File: config.mk
export PLATFORM = sky130hd
export DESIGN_NAME = grwc_label
export DESIGN_NICKNAME = d
export VERILOG_FILES = /design/src/design/grwc_pkg.sv /design/src/design/grwc_label.sv
export SDC_FILE = /design/constraint.sdc
export NUM_CORES = 1
export LEC_CHECK = 0
export CORE_MARGIN = 2
export CORE_UTILIZATION = 51
export CTS_CLUSTER_SIZE = 40
export DETAILED_ROUTE_END_ITERATION = 8
export DONT_BUFFER_PORTS = 1
export MAX_ROUTING_LAYER = met4
export PLACE_DENSITY = 0.69
export SLEW_MARGIN = 20
export SYNTH_ARGS = -nofsm -noshare
export SYNTH_HDL_FRONTEND = slang
export SYNTH_SLANG_ARGS = --single-unit
File: constraint.sdc
create_clock -name clk_i -period 3.2 [get_ports clk_i]
set_clock_uncertainty 0.2 [all_clocks]
set_input_delay 0.16 -clock clk_i [delete_from_list [all_inputs] [get_ports clk_i]]
set_output_delay 0.16 -clock clk_i [all_outputs]
set_load 0.01 [all_outputs]
File: src/design/grwc_pkg.sv
`timescale 1ns / 1ps
// ----------------------------------------------------------------------------
// grwc_pkg
// Shared sizes, constants and types for the grid region wall counter.
// ----------------------------------------------------------------------------
package grwc_pkg;

  localparam int MAX_ROWS = 64;
  localparam int MAX_COLS = 64;
  localparam int ROW_W    = $clog2(MAX_ROWS);
  localparam int COL_W    = $clog2(MAX_COLS);
  localparam int ADDR_W   = ROW_W + COL_W;
  localparam int CELLS    = MAX_ROWS * MAX_COLS;
  localparam int PTR_W    = ADDR_W + 1;
  localparam int EXT_W    = 7;
  localparam int CNT_W    = 14;
  localparam logic [CNT_W-1:0] COUNT_LIMIT = '1;

  // Configuration register indexes
  localparam logic CFG_ROWS = 1'b0;
  localparam logic CFG_COLS = 1'b1;

  // Input operation codes
  localparam logic OP_LOAD  = 1'b0;
  localparam logic OP_QUERY = 1'b1;

  // Memory requests from the labeling engine
  typedef struct packed {
    logic [ADDR_W-1:0] wall_raddr;
    logic [ADDR_W-1:0] vis_raddr;
    logic              vis_we;
    logic [ADDR_W-1:0] vis_waddr;
    logic              vis_wdata;
    logic [ADDR_W-1:0] list_raddr;
    logic              list_we;
    logic [ADDR_W-1:0] list_waddr;
    logic [ADDR_W-1:0] list_wdata;
    logic              ans_we;
    logic [ADDR_W-1:0] ans_waddr;
    logic [CNT_W-1:0]  ans_wdata;
  } lbl_mem_t;

  // Read data returned to the labeling engine
  typedef struct packed {
    logic              wall;
    logic              vis;
    logic [ADDR_W-1:0] list;
  } lbl_rd_t;

endpackage

File: src/design/grwc_label.sv
`timescale 1ns / 1ps
// ----------------------------------------------------------------------------
// grwc_label
// Region labeling sequencer: clears the visited map, scans the in-use grid,
// runs a breadth-first fill from each unvisited open cell through the visit
// list memory, then writes the region's wall count to every listed cell.
// ----------------------------------------------------------------------------
module grwc_label
  import grwc_pkg::*;
(
  input  logic             clk_i,
  input  logic             rst_ni,
  input  logic             start_i,
  input  logic [EXT_W-1:0] rows_i,
  input  logic [EXT_W-1:0] cols_i,
  input  lbl_rd_t          rd_i,
  output lbl_mem_t         mem_o,
  output logic             idle_o
);

  typedef enum logic [9:0] {
    L_IDLE = 10'b0000000001,
    L_CLR  = 10'b0000000010,
    L_SRD  = 10'b0000000100,
    L_SCK  = 10'b0000001000,
    L_POP  = 10'b0000010000,
    L_UGET = 10'b0000100000,
    L_NRD  = 10'b0001000000,
    L_NEV  = 10'b0010000000,
    L_WRA  = 10'b0100000000,
    L_ADV  = 10'b1000000000
  } lbl_state_e;

  lbl_state_e        state_q, state_d;
  logic [ADDR_W-1:0] clr_q, clr_d;
  logic [ROW_W-1:0]  sr_q, sr_d;
  logic [COL_W-1:0]  sc_q, sc_d;
  logic [ROW_W-1:0]  ur_q, ur_d;
  logic [COL_W-1:0]  uc_q, uc_d;
  logic [1:0]        dir_q, dir_d;
  logic [ADDR_W-1:0] n_q, n_d;
  logic [PTR_W-1:0]  head_q, head_d;
  logic [PTR_W-1:0]  tail_q, tail_d;
  logic [PTR_W-1:0]  k_q, k_d;
  logic              pend_q, pend_d;
  logic [CNT_W-1:0]  walls_q, walls_d;

  // Neighbor of the current cell in the current direction
  logic [ROW_W-1:0]  nr;
  logic [COL_W-1:0]  nc;
  logic              n_ok;
  logic              scan_last;

  always_comb begin
    nr   = ur_q;
    nc   = uc_q;
    n_ok = 1'b0;
    unique case (dir_q)
      2'd0: begin
        nr   = ur_q + ROW_W'(1);
        n_ok = (EXT_W'(ur_q) + EXT_W'(1)) < rows_i;
      end
      2'd1: begin
        nc   = uc_q + COL_W'(1);
        n_ok = (EXT_W'(uc_q) + EXT_W'(1)) < cols_i;
      end
      2'd2: begin
        nc   = uc_q - COL_W'(1);
        n_ok = (uc_q != '0);
      end
      default: begin
        nr   = ur_q - ROW_W'(1);
        n_ok = (ur_q != '0);
      end
    endcase
  end

  assign scan_last = ((EXT_W'(sc_q) + EXT_W'(1)) >= cols_i) &&
                     ((EXT_W'(sr_q) + EXT_W'(1)) >= rows_i);

  // Sequencer
  always_comb begin
    state_d = state_q;
    clr_d   = clr_q;
    sr_d    = sr_q;
    sc_d    = sc_q;
    ur_d    = ur_q;
    uc_d    = uc_q;
    dir_d   = dir_q;
    n_d     = n_q;
    head_d  = head_q;
    tail_d  = tail_q;
    k_d     = k_q;
    pend_d  = pend_q;
    walls_d = walls_q;
    mem_o   = '0;
    mem_o.wall_raddr = {sr_q, sc_q};
    mem_o.vis_raddr  = {sr_q, sc_q};
    mem_o.ans_waddr  = rd_i.list;
    mem_o.ans_wdata  = walls_q;
    unique case (state_q)
      L_IDLE: begin
        if (start_i) begin
          clr_d   = '0;
          state_d = L_CLR;
        end
      end
      L_CLR: begin
        mem_o.vis_we    = 1'b1;
        mem_o.vis_waddr = clr_q;
        mem_o.vis_wdata = 1'b0;
        clr_d           = clr_q + ADDR_W'(1);
        if (clr_q == ADDR_W'(CELLS - 1)) begin
          sr_d    = '0;
          sc_d    = '0;
          state_d = L_SRD;
        end
      end
      L_SRD: begin
        state_d = L_SCK;
      end
      L_SCK: begin
        if (!rd_i.wall && !rd_i.vis) begin
          // new region seeded at the scan cell
          mem_o.vis_we     = 1'b1;
          mem_o.vis_waddr  = {sr_q, sc_q};
          mem_o.vis_wdata  = 1'b1;
          mem_o.list_we    = 1'b1;
          mem_o.list_waddr = '0;
          mem_o.list_wdata = {sr_q, sc_q};
          head_d           = '0;
          tail_d           = PTR_W'(1);
          walls_d          = '0;
          state_d          = L_POP;
        end else begin
          state_d = L_ADV;
        end
      end
      L_POP: begin
        if (head_q < tail_q) begin
          mem_o.list_raddr = head_q[ADDR_W-1:0];
          head_d           = head_q + PTR_W'(1);
          state_d          = L_UGET;
        end else begin
          k_d     = '0;
          pend_d  = 1'b0;
          state_d = L_WRA;
        end
      end
      L_UGET: begin
        ur_d    = rd_i.list[ADDR_W-1 -: ROW_W];
        uc_d    = rd_i.list[COL_W-1:0];
        dir_d   = '0;
        state_d = L_NRD;
      end
      L_NRD: begin
        mem_o.wall_raddr = {nr, nc};
        mem_o.vis_raddr  = {nr, nc};
        n_d              = {nr, nc};
        if (n_ok) begin
          state_d = L_NEV;
        end else if (dir_q == 2'd3) begin
          state_d = L_POP;
        end else begin
          dir_d = dir_q + 2'd1;
        end
      end
      L_NEV: begin
        if (rd_i.wall) begin
          if (walls_q != COUNT_LIMIT) begin
            walls_d = walls_q + CNT_W'(1);
          end
        end else if (!rd_i.vis) begin
          mem_o.vis_we     = 1'b1;
          mem_o.vis_waddr  = n_q;
          mem_o.vis_wdata  = 1'b1;
          mem_o.list_we    = 1'b1;
          mem_o.list_waddr = tail_q[ADDR_W-1:0];
          mem_o.list_wdata = n_q;
          tail_d           = tail_q + PTR_W'(1);
        end
        dir_d   = dir_q + 2'd1;
        state_d = (dir_q == 2'd3) ? L_POP : L_NRD;
      end
      L_WRA: begin
        // stream the visit list out, one answer write a cycle
        mem_o.ans_we     = pend_q;
        mem_o.list_raddr = k_q[ADDR_W-1:0];
        pend_d           = (k_q < tail_q);
        if (k_q < tail_q) begin
          k_d = k_q + PTR_W'(1);
        end else begin
          state_d = L_ADV;
        end
      end
      L_ADV: begin
        if (scan_last) begin
          state_d = L_IDLE;
        end else begin
          if ((EXT_W'(sc_q) + EXT_W'(1)) < cols_i) begin
            sc_d = sc_q + COL_W'(1);
          end else begin
            sc_d = '0;
            sr_d = sr_q + ROW_W'(1);
          end
          state_d = L_SRD;
        end
      end
      default: begin
        state_d = L_IDLE;
      end
    endcase
  end

  always_ff @(posedge clk_i or negedge rst_ni) begin
    if (!rst_ni) begin
      state_q <= L_IDLE;
      head_q  <= '0;
      tail_q  <= '0;
      k_q     <= '0;
      pend_q  <= 1'b0;
      walls_q <= '0;
    end else begin
      state_q <= state_d;
      head_q  <= head_d;
      tail_q  <= tail_d;
      k_q     <= k_d;
      pend_q  <= pend_d;
      walls_q <= walls_d;
    end
  end

  always_ff @(posedge clk_i) begin
    clr_q <= clr_d;
    sr_q  <= sr_d;
    sc_q  <= sc_d;
    ur_q  <= ur_d;
    uc_q  <= uc_d;
    dir_q <= dir_d;
    n_q   <= n_d;
  end

  assign idle_o = (state_q == L_IDLE);

  // Checks
  a_head_le_tail: assert property (@(posedge clk_i) disable iff (!rst_ni)
    head_q <= tail_q) else $error("list head passed tail");
  a_tail_bound: assert property (@(posedge clk_i) disable iff (!rst_ni)
    tail_q <= PTR_W'(CELLS)) else $error("visit list overflow");
  a_list_marks: assert property (@(posedge clk_i) disable iff (!rst_ni)
    mem_o.list_we |-> (mem_o.vis_we && mem_o.vis_wdata &&
                       mem_o.vis_waddr == mem_o.list_wdata))
    else $error("listed cell not marked visited");
  a_eval_after_read: assert property (@(posedge clk_i) disable iff (!rst_ni)
    (state_q == L_NEV) |-> ($past(state_q) == L_NRD))
    else $error("neighbor evaluated without read");

endmodule
==> results of run 1 <==
==> state kept, by name (all words and copies together), names as in the netlist <==
name / flops
n_q: 12
pend_q: 1
ur_q: 6
clr_q: 12
k_q: 13
sr_q: 6
walls_q: 14
state_q: 10
dir_q: 2
uc_q: 6
tail_q: 13
sc_q: 6
head_q: 13
==> layer usage <==
layer	vias to the layer above	GRT usage, %
met4	0	9.17
met2	238	39.1
li1	3129	-
met1	3228	34.7
met3	45	6.89
met5	-	-
==> synth_stat cells (all sizes together) (3+ instances only) <==
library cell	instances
a2111oi	5
a211oi	14
a21boi	4
a21o	13
a21oi	53
a22o	24
a311oi	3
and2	12
and3	18
and4	3
buf	28
clkbuf	24
dfrtp	63
edfxtp	50
ha	73
inv	58
mux2	15
nand2	53
nand2b	9
nand3	47
nand3b	4
nand4	19
nand4b	3
nor2	79
nor2b	9
nor3	8
nor3b	4
nor4	6
o211ai	4
o21ai	32
o22ai	3
o31ai	7
or2	5
or3	6
or4	10
xnor2	40
xor2	23
==> stage by stage <==
step | TNS (ns) | hold WS, ns | worst slack (ns) | cell area [um2] | instances
4_1_cts | 0 | 0.0107 | 0.0214 | 9090 | 1102
3_3_place_gp | 0 | -0.333 | 0.214 | 8310 | 1052
2_1_floorplan | 0 | -0.336 | 0.130 | 8060 | 858
5_1_grt | -0.0675 | 0.0299 | -0.0192 | 9180 | 1104
3_5_place_dp | 0 | -0.333 | 0.135 | 8310 | 1052
6_report | 0 | -0.00399 | 0.0654 | 9180 | 1104
==> timing repair <==
| action | CTS | global route |
|---|---|---|
| endpoints found under the setup margin | 8 | 45 |
| hold endpoints to repair | 84 | 0 |
| pin swaps | 1 | 3 |
| hold buffers | 17 | 0 |
| buffers inserted | 1 | 2 |
| gates resized for setup | 4 | 20 |
| gates cloned | 0 | 0 |
==> cell families (layout without fill, tap and decap cells) <==
| family | after synthesis | in the layout | share of synthesized area (%) |
|---|---|---|---|
| AOI/OAI and AO/OA | 177 | 177 | 14.8 |
| and+or+nand+nor | 300 | 300 | 19.3 |
| adders and majority gates | 75 | 75 | 11.8 |
| muxes | 17 | 17 | 2.34 |
| buffers and inverters | 112 | 147 | 6.36 |
| DFF | 114 | 114 | 38.5 |
| xor gates and xnor gates | 63 | 63 | 6.84 |
==> layout make-up <==
type	count	share of cell area, %
multi-input cells	632	49.5
flip-flops and latches	114	33.8
clock buffers	28	5.97
repair buffers	55	5.19
well taps	211	2.88
inverters	60	2.45
clock inverters	4	0.218
==> critical path: cells and delay by family (launching register included) <==
family	cells	cell delay, ns
flip-flops	1	0.45
AO/OA/AOI/OAI	2	0.76
buffers and inverters	2	0.20
adder cells (fa/ha/maj)	2	0.47
AND/OR/NAND/NOR	1	0.11
multiplexers	1	0.35
==> worst max path at each step <==
| stage | startpoint | slack [ns] | end | cells past startpoint |
|---|---|---|---|---|
| after detailed placement | ur_q[0] | 0.13 | dir_q[1] | 10 |
| after global placement | ur_q[0] | 0.21 | dir_q[1] | 9 |
| after global routing | state_q[4] | -0.02 | mem_o[66] | 7 |
| after floorplan | sc_q[0] | 0.13 | sc_q[0] | 10 |
| after CTS | dir_q[1] | 0.02 | mem_o[101] | 8 |
| final | dir_q[1] | 0.07 | mem_o[87] | 8 |
==> power breakdown <==
part	switching, mW	total [mW]	internal (mW)
registers	0.227	1.96	1.73
clock network	0.655	1.81	1.15
logic	0.601	0.997	0.396
==> impl_metrics.tcl, run 1 <==
set metrics [dict create \
    status "finished, violations left" \
    nNetsFinal 986 \
    avgSynthCellArea_um2 9.40 \
    yosysTopAreaCellShare_pct 19.6 \
    overflow 0 \
    clk_pin_slew_ns 0.06 \
    nFillCells 1312 \
    yosys.area.top_type "dfrtp_1" \
    cts_tree "done" \
    finalSetupViolations 0 \
    synth_edf_count 50 \
    ys_seq_area_share_pct 38.5 \
    syn_nets 964 \
    grt_pass1_wl_um 32900 \
    min_period_ns 3.13 \
    cts-root-buf "clkbuf_16" \
    slowest_stage "o31ai_1" \
    regArea_um2 3100 \
    wl_met2_um 9950 \
    ys_ff_latch 114 \
    r2r_cells 10 \
    layout_common_cells "nor2_1 (77), ha_1 (68), dfrtp_1 (63)" \
    dp_hpwl_um 15400 \
    drtPass1Iterations 5 \
    pwr_density_cell_nw_per_um2 519 \
    wl_met1_um 9270 \
    drt-initial-drc-count 541 \
    clk_path_buf_depth 2 \
    min_from "rd_i[13]" \
    hold_end "tail_q[3]" \
    vias_per_cell 6.01 \
    antenna_cells 0 \
    crit_path_cell_trace "inv_2 > ha_4 > inv_2 > ha_1 > a211oi_1 > nor2_1 > o31ai_1 > mux2_2" \
    grt_max_degree 65 \
    max_stage_delay_ns 0.53 \
    tightest_slew_ns 0.676 \
    relSlewSlack_pct 54.8 \
    period_share_pct 98.0 \
    multiInputGateArea_um2 4540 \
    r2r_start "ur_q[0]" \
    start_util_pct 52.7 \
    route.detailed.drc 0 \
    maxCapViolations 0 \
    antenna_found_initial 0 \
    synth_warnings 0 \
    syn_area_um2 8060 \
    worstPathArrival_ns 2.77 \
    clkSinkCount 114 \
    yosys-top-cells-area "dfrtp_1 (20%), edfxtp_1 (19%), ha_1 (11%)" \
    place_congestion 0.928 \
    violations "hold timing" \
    startpoint_type "flip-flop" \
    numCtsBuffers 17 \
    htreeDepth 4 \
    power_mw 4.77 \
    detail-route-antenna-nets 0 \
    final_core_util_pct 59.9 \
    crit_path_frequent_cell "inv_2" \
    synthFlopType "dfrtp_1" \
    fmax_mhz 319 \
    die_area_um2 16800 \
    rrSetupSlack_ns 0.19 \
    wire_per_inst_um 19.1 \
    grt_usage_pct 26.2 \
    criticalPathCategory "flip-flop to primary output" \
    drive_above_1_share_pct 13.0 \
    finalMaxSlewViolations 0 \
    portBuffers 0 \
    area_growth_pct 13.8 \
    yosysUniqueCellTypes 65 \
    holdPathStages 3 \
    die_w_um 130 \
    holdWs_ns -0.00399 \
    syn-instance-count 858 \
    async_flop_share_pct 56.1 \
    rr_endpoint "dir_q[0]" \
    hold_viol_final 2 \
    required_ns 2.84 \
    vias 6640 \
    clk_latency_ns 0.42 \
    drt_wl_total_um 21100 \
    top_layer "met4" \
    rows 45 \
    crit_fanout 5 \
    core_area_um2 15300 \
    die_h_um 130 \
    cp-end-kind "primary output" \
    grt_pass1_vias 6245 \
    ios 134 \
    dr_wl_met3_um 1490 \
    final_common_cell "nor2_1" \
    ir_drop_mv 0.371 \
    min_path_type "input port to flip-flop" \
    leakage_nw 4.03 \
]
Power figures use the tool's default switching activity.
==> run 2, diff against run 1 <==
- RECOVER_POWER: default -> 50
==> impl_metrics.tcl, run 2 (synthesis results as in run 1) <==
set metrics [dict create \
    leakage_nw 4.01 \
    min_path_type "input port to flip-flop" \
    largest-register "walls_q" \
    area_growth_pct 13.3 \
    layout_common_cells "nor2_1 (77), ha_1 (68), dfrtp_1 (63)" \
    pwr_density_cell_nw_per_um2 521 \
    nNetsFinal 986 \
    cp-end-kind "primary output" \
    drtPass1Iterations 5 \
    finalSetupViolations 0 \
    worstPathArrival_ns 2.76 \
    startpoint_type "flip-flop" \
    cts-root-buf "clkbuf_16" \
    largest_reg_flops 14 \
    antenna_cells 0 \
    finalMaxSlewViolations 65 \
    crit_start "dir_q[1]" \
    hold_viol_final 2 \
    grt_usage_pct 26.2 \
    detail-route-antenna-nets 0 \
    status "finished, violations left" \
    die_w_um 130 \
    setup_tns_ns 0 \
    numCtsBuffers 17 \
    grt_pass1_vias 6245 \
    maxCapViolations 1 \
    grt_max_degree 65 \
    r2r_start "sc_q[1]" \
    drive_above_1_share_pct 12.4 \
    ios 134 \
    r2r_cells 11 \
    tightest_slew_ns 1.58 \
    period_share_pct 97.5 \
    final_core_util_pct 59.7 \
    relSlewSlack_pct -5.22 \
    wire_per_inst_um 19.1 \
    portBuffers 0 \
    die_area_um2 16800 \
    cts_tree "done" \
    drt-initial-drc-count 538 \
    clk_pin_slew_ns 0.05 \
    criticalPathCategory "flip-flop to primary output" \
    clk_latency_ns 0.43 \
    fmax_mhz 320 \
    vias_per_cell 6.00 \
    violations "hold timing, capacitance limit, slew limit" \
    min_period_ns 3.12 \
    setup_ws_ns 0.0789 \
    rr_endpoint "sc_q[0]" \
    clk_path_buf_depth 2 \
    overflow 0 \
    final_common_cell "nor2_1" \
    clkSinkCount 114 \
    start_util_pct 52.7 \
    rrSetupSlack_ns 0.20 \
    drt_wl_total_um 21100 \
    grt_pass1_wl_um 32900 \
    vias 6621 \
    place_congestion 0.928 \
    pre_cts_slack_ns 0.135 \
    holdPathStages 3 \
    core_area_um2 15300 \
    route.detailed.drc 0 \
    antenna_found_initial 0 \
    holdWs_ns -0.00814 \
    crit_fanout 5 \
    dp_hpwl_um 15400 \
    required_ns 2.84 \
    die_h_um 130 \
    htreeDepth 4 \
    rows 45 \
    nFillCells 1317 \
    min_from "rd_i[13]" \
    hold_end "tail_q[3]" \
    ir_drop_mv 0.375 \
]
-- run 2: cell count changes in the layout (fill, tap and decap cells not counted), sizes merged --
cell / change
buf: -4
clkbuf: +4
-- run 2: power by group --
part           leakage (nW)  internal [mW]  total, mW  switching [mW]
logic                  2.44          0.393      0.992           0.599
registers              1.28           1.73       1.96           0.227
clock network         0.285           1.15       1.81           0.653
total                  4.01           3.28       4.76            1.48
-- run 2: per-stage QoR --
step                hold WS, ns  cell area (um2)  cells  power [mW]
floorplan                -0.336             8060    858        2.65
global placement         -0.333             8310   1052        2.87
detailed placement       -0.333             8310   1052        2.91
CTS                      0.0107             9090   1102        4.77
global route             0.0299             9140   1104        4.99
finish                 -0.00814             9140   1104        4.76
-- run 2: area by class of cell --
class	instances	area [um2]	share of cell area, %
tap	211	264	2.89
timing repair buffer	55	443	4.85
inverter	60	225	2.46
sequential	114	3100	34.0
multi-input combinational	632	4540	49.6
clock inverter	4	20.0	0.219
clock buffer	28	548	6.00
-- run 2: worst max path at each step --
stage / slack (ns) / endpoint
finish: 0.08 / mem_o[87]
global route: -0.02 / mem_o[66]
CTS: 0.02 / mem_o[101]
detailed placement: 0.13 / dir_q[1]
global placement: 0.21 / dir_q[1]
floorplan: 0.13 / sc_q[0]
-- run 2: what timing repair did --
| item | in CTS | in global routing |
|---|---|---|
| setup buffers | 1 | 2 |
| endpoints found under the setup margin | 8 | 45 |
| endpoints found under the hold margin | 84 | 0 |
| pin swaps | 1 | 3 |
| gates resized for setup | 4 | 20 |
| hold buffers | 17 | 0 |
-- run 2: metal layers --
metal / track usage, % / up-vias / routed length, um
met2: 39.1 / 232 / 9900
met1: 34.7 / 3220 / 9290
met5: - / - / 0
met4: 9.17 / 0 / 425
met3: 6.89 / 40 / 1460
li1: - / 3129 / -
-- run 2: critical path: stages (launching register included) --
cell	delay [ns]
edfxtp_1	0.45
inv_2	0.13
ha_4	0.17
inv_2	0.07
ha_1	0.30
a211oi_1	0.23
nor2_1	0.11
o31ai_1	0.52
mux2_2	0.35
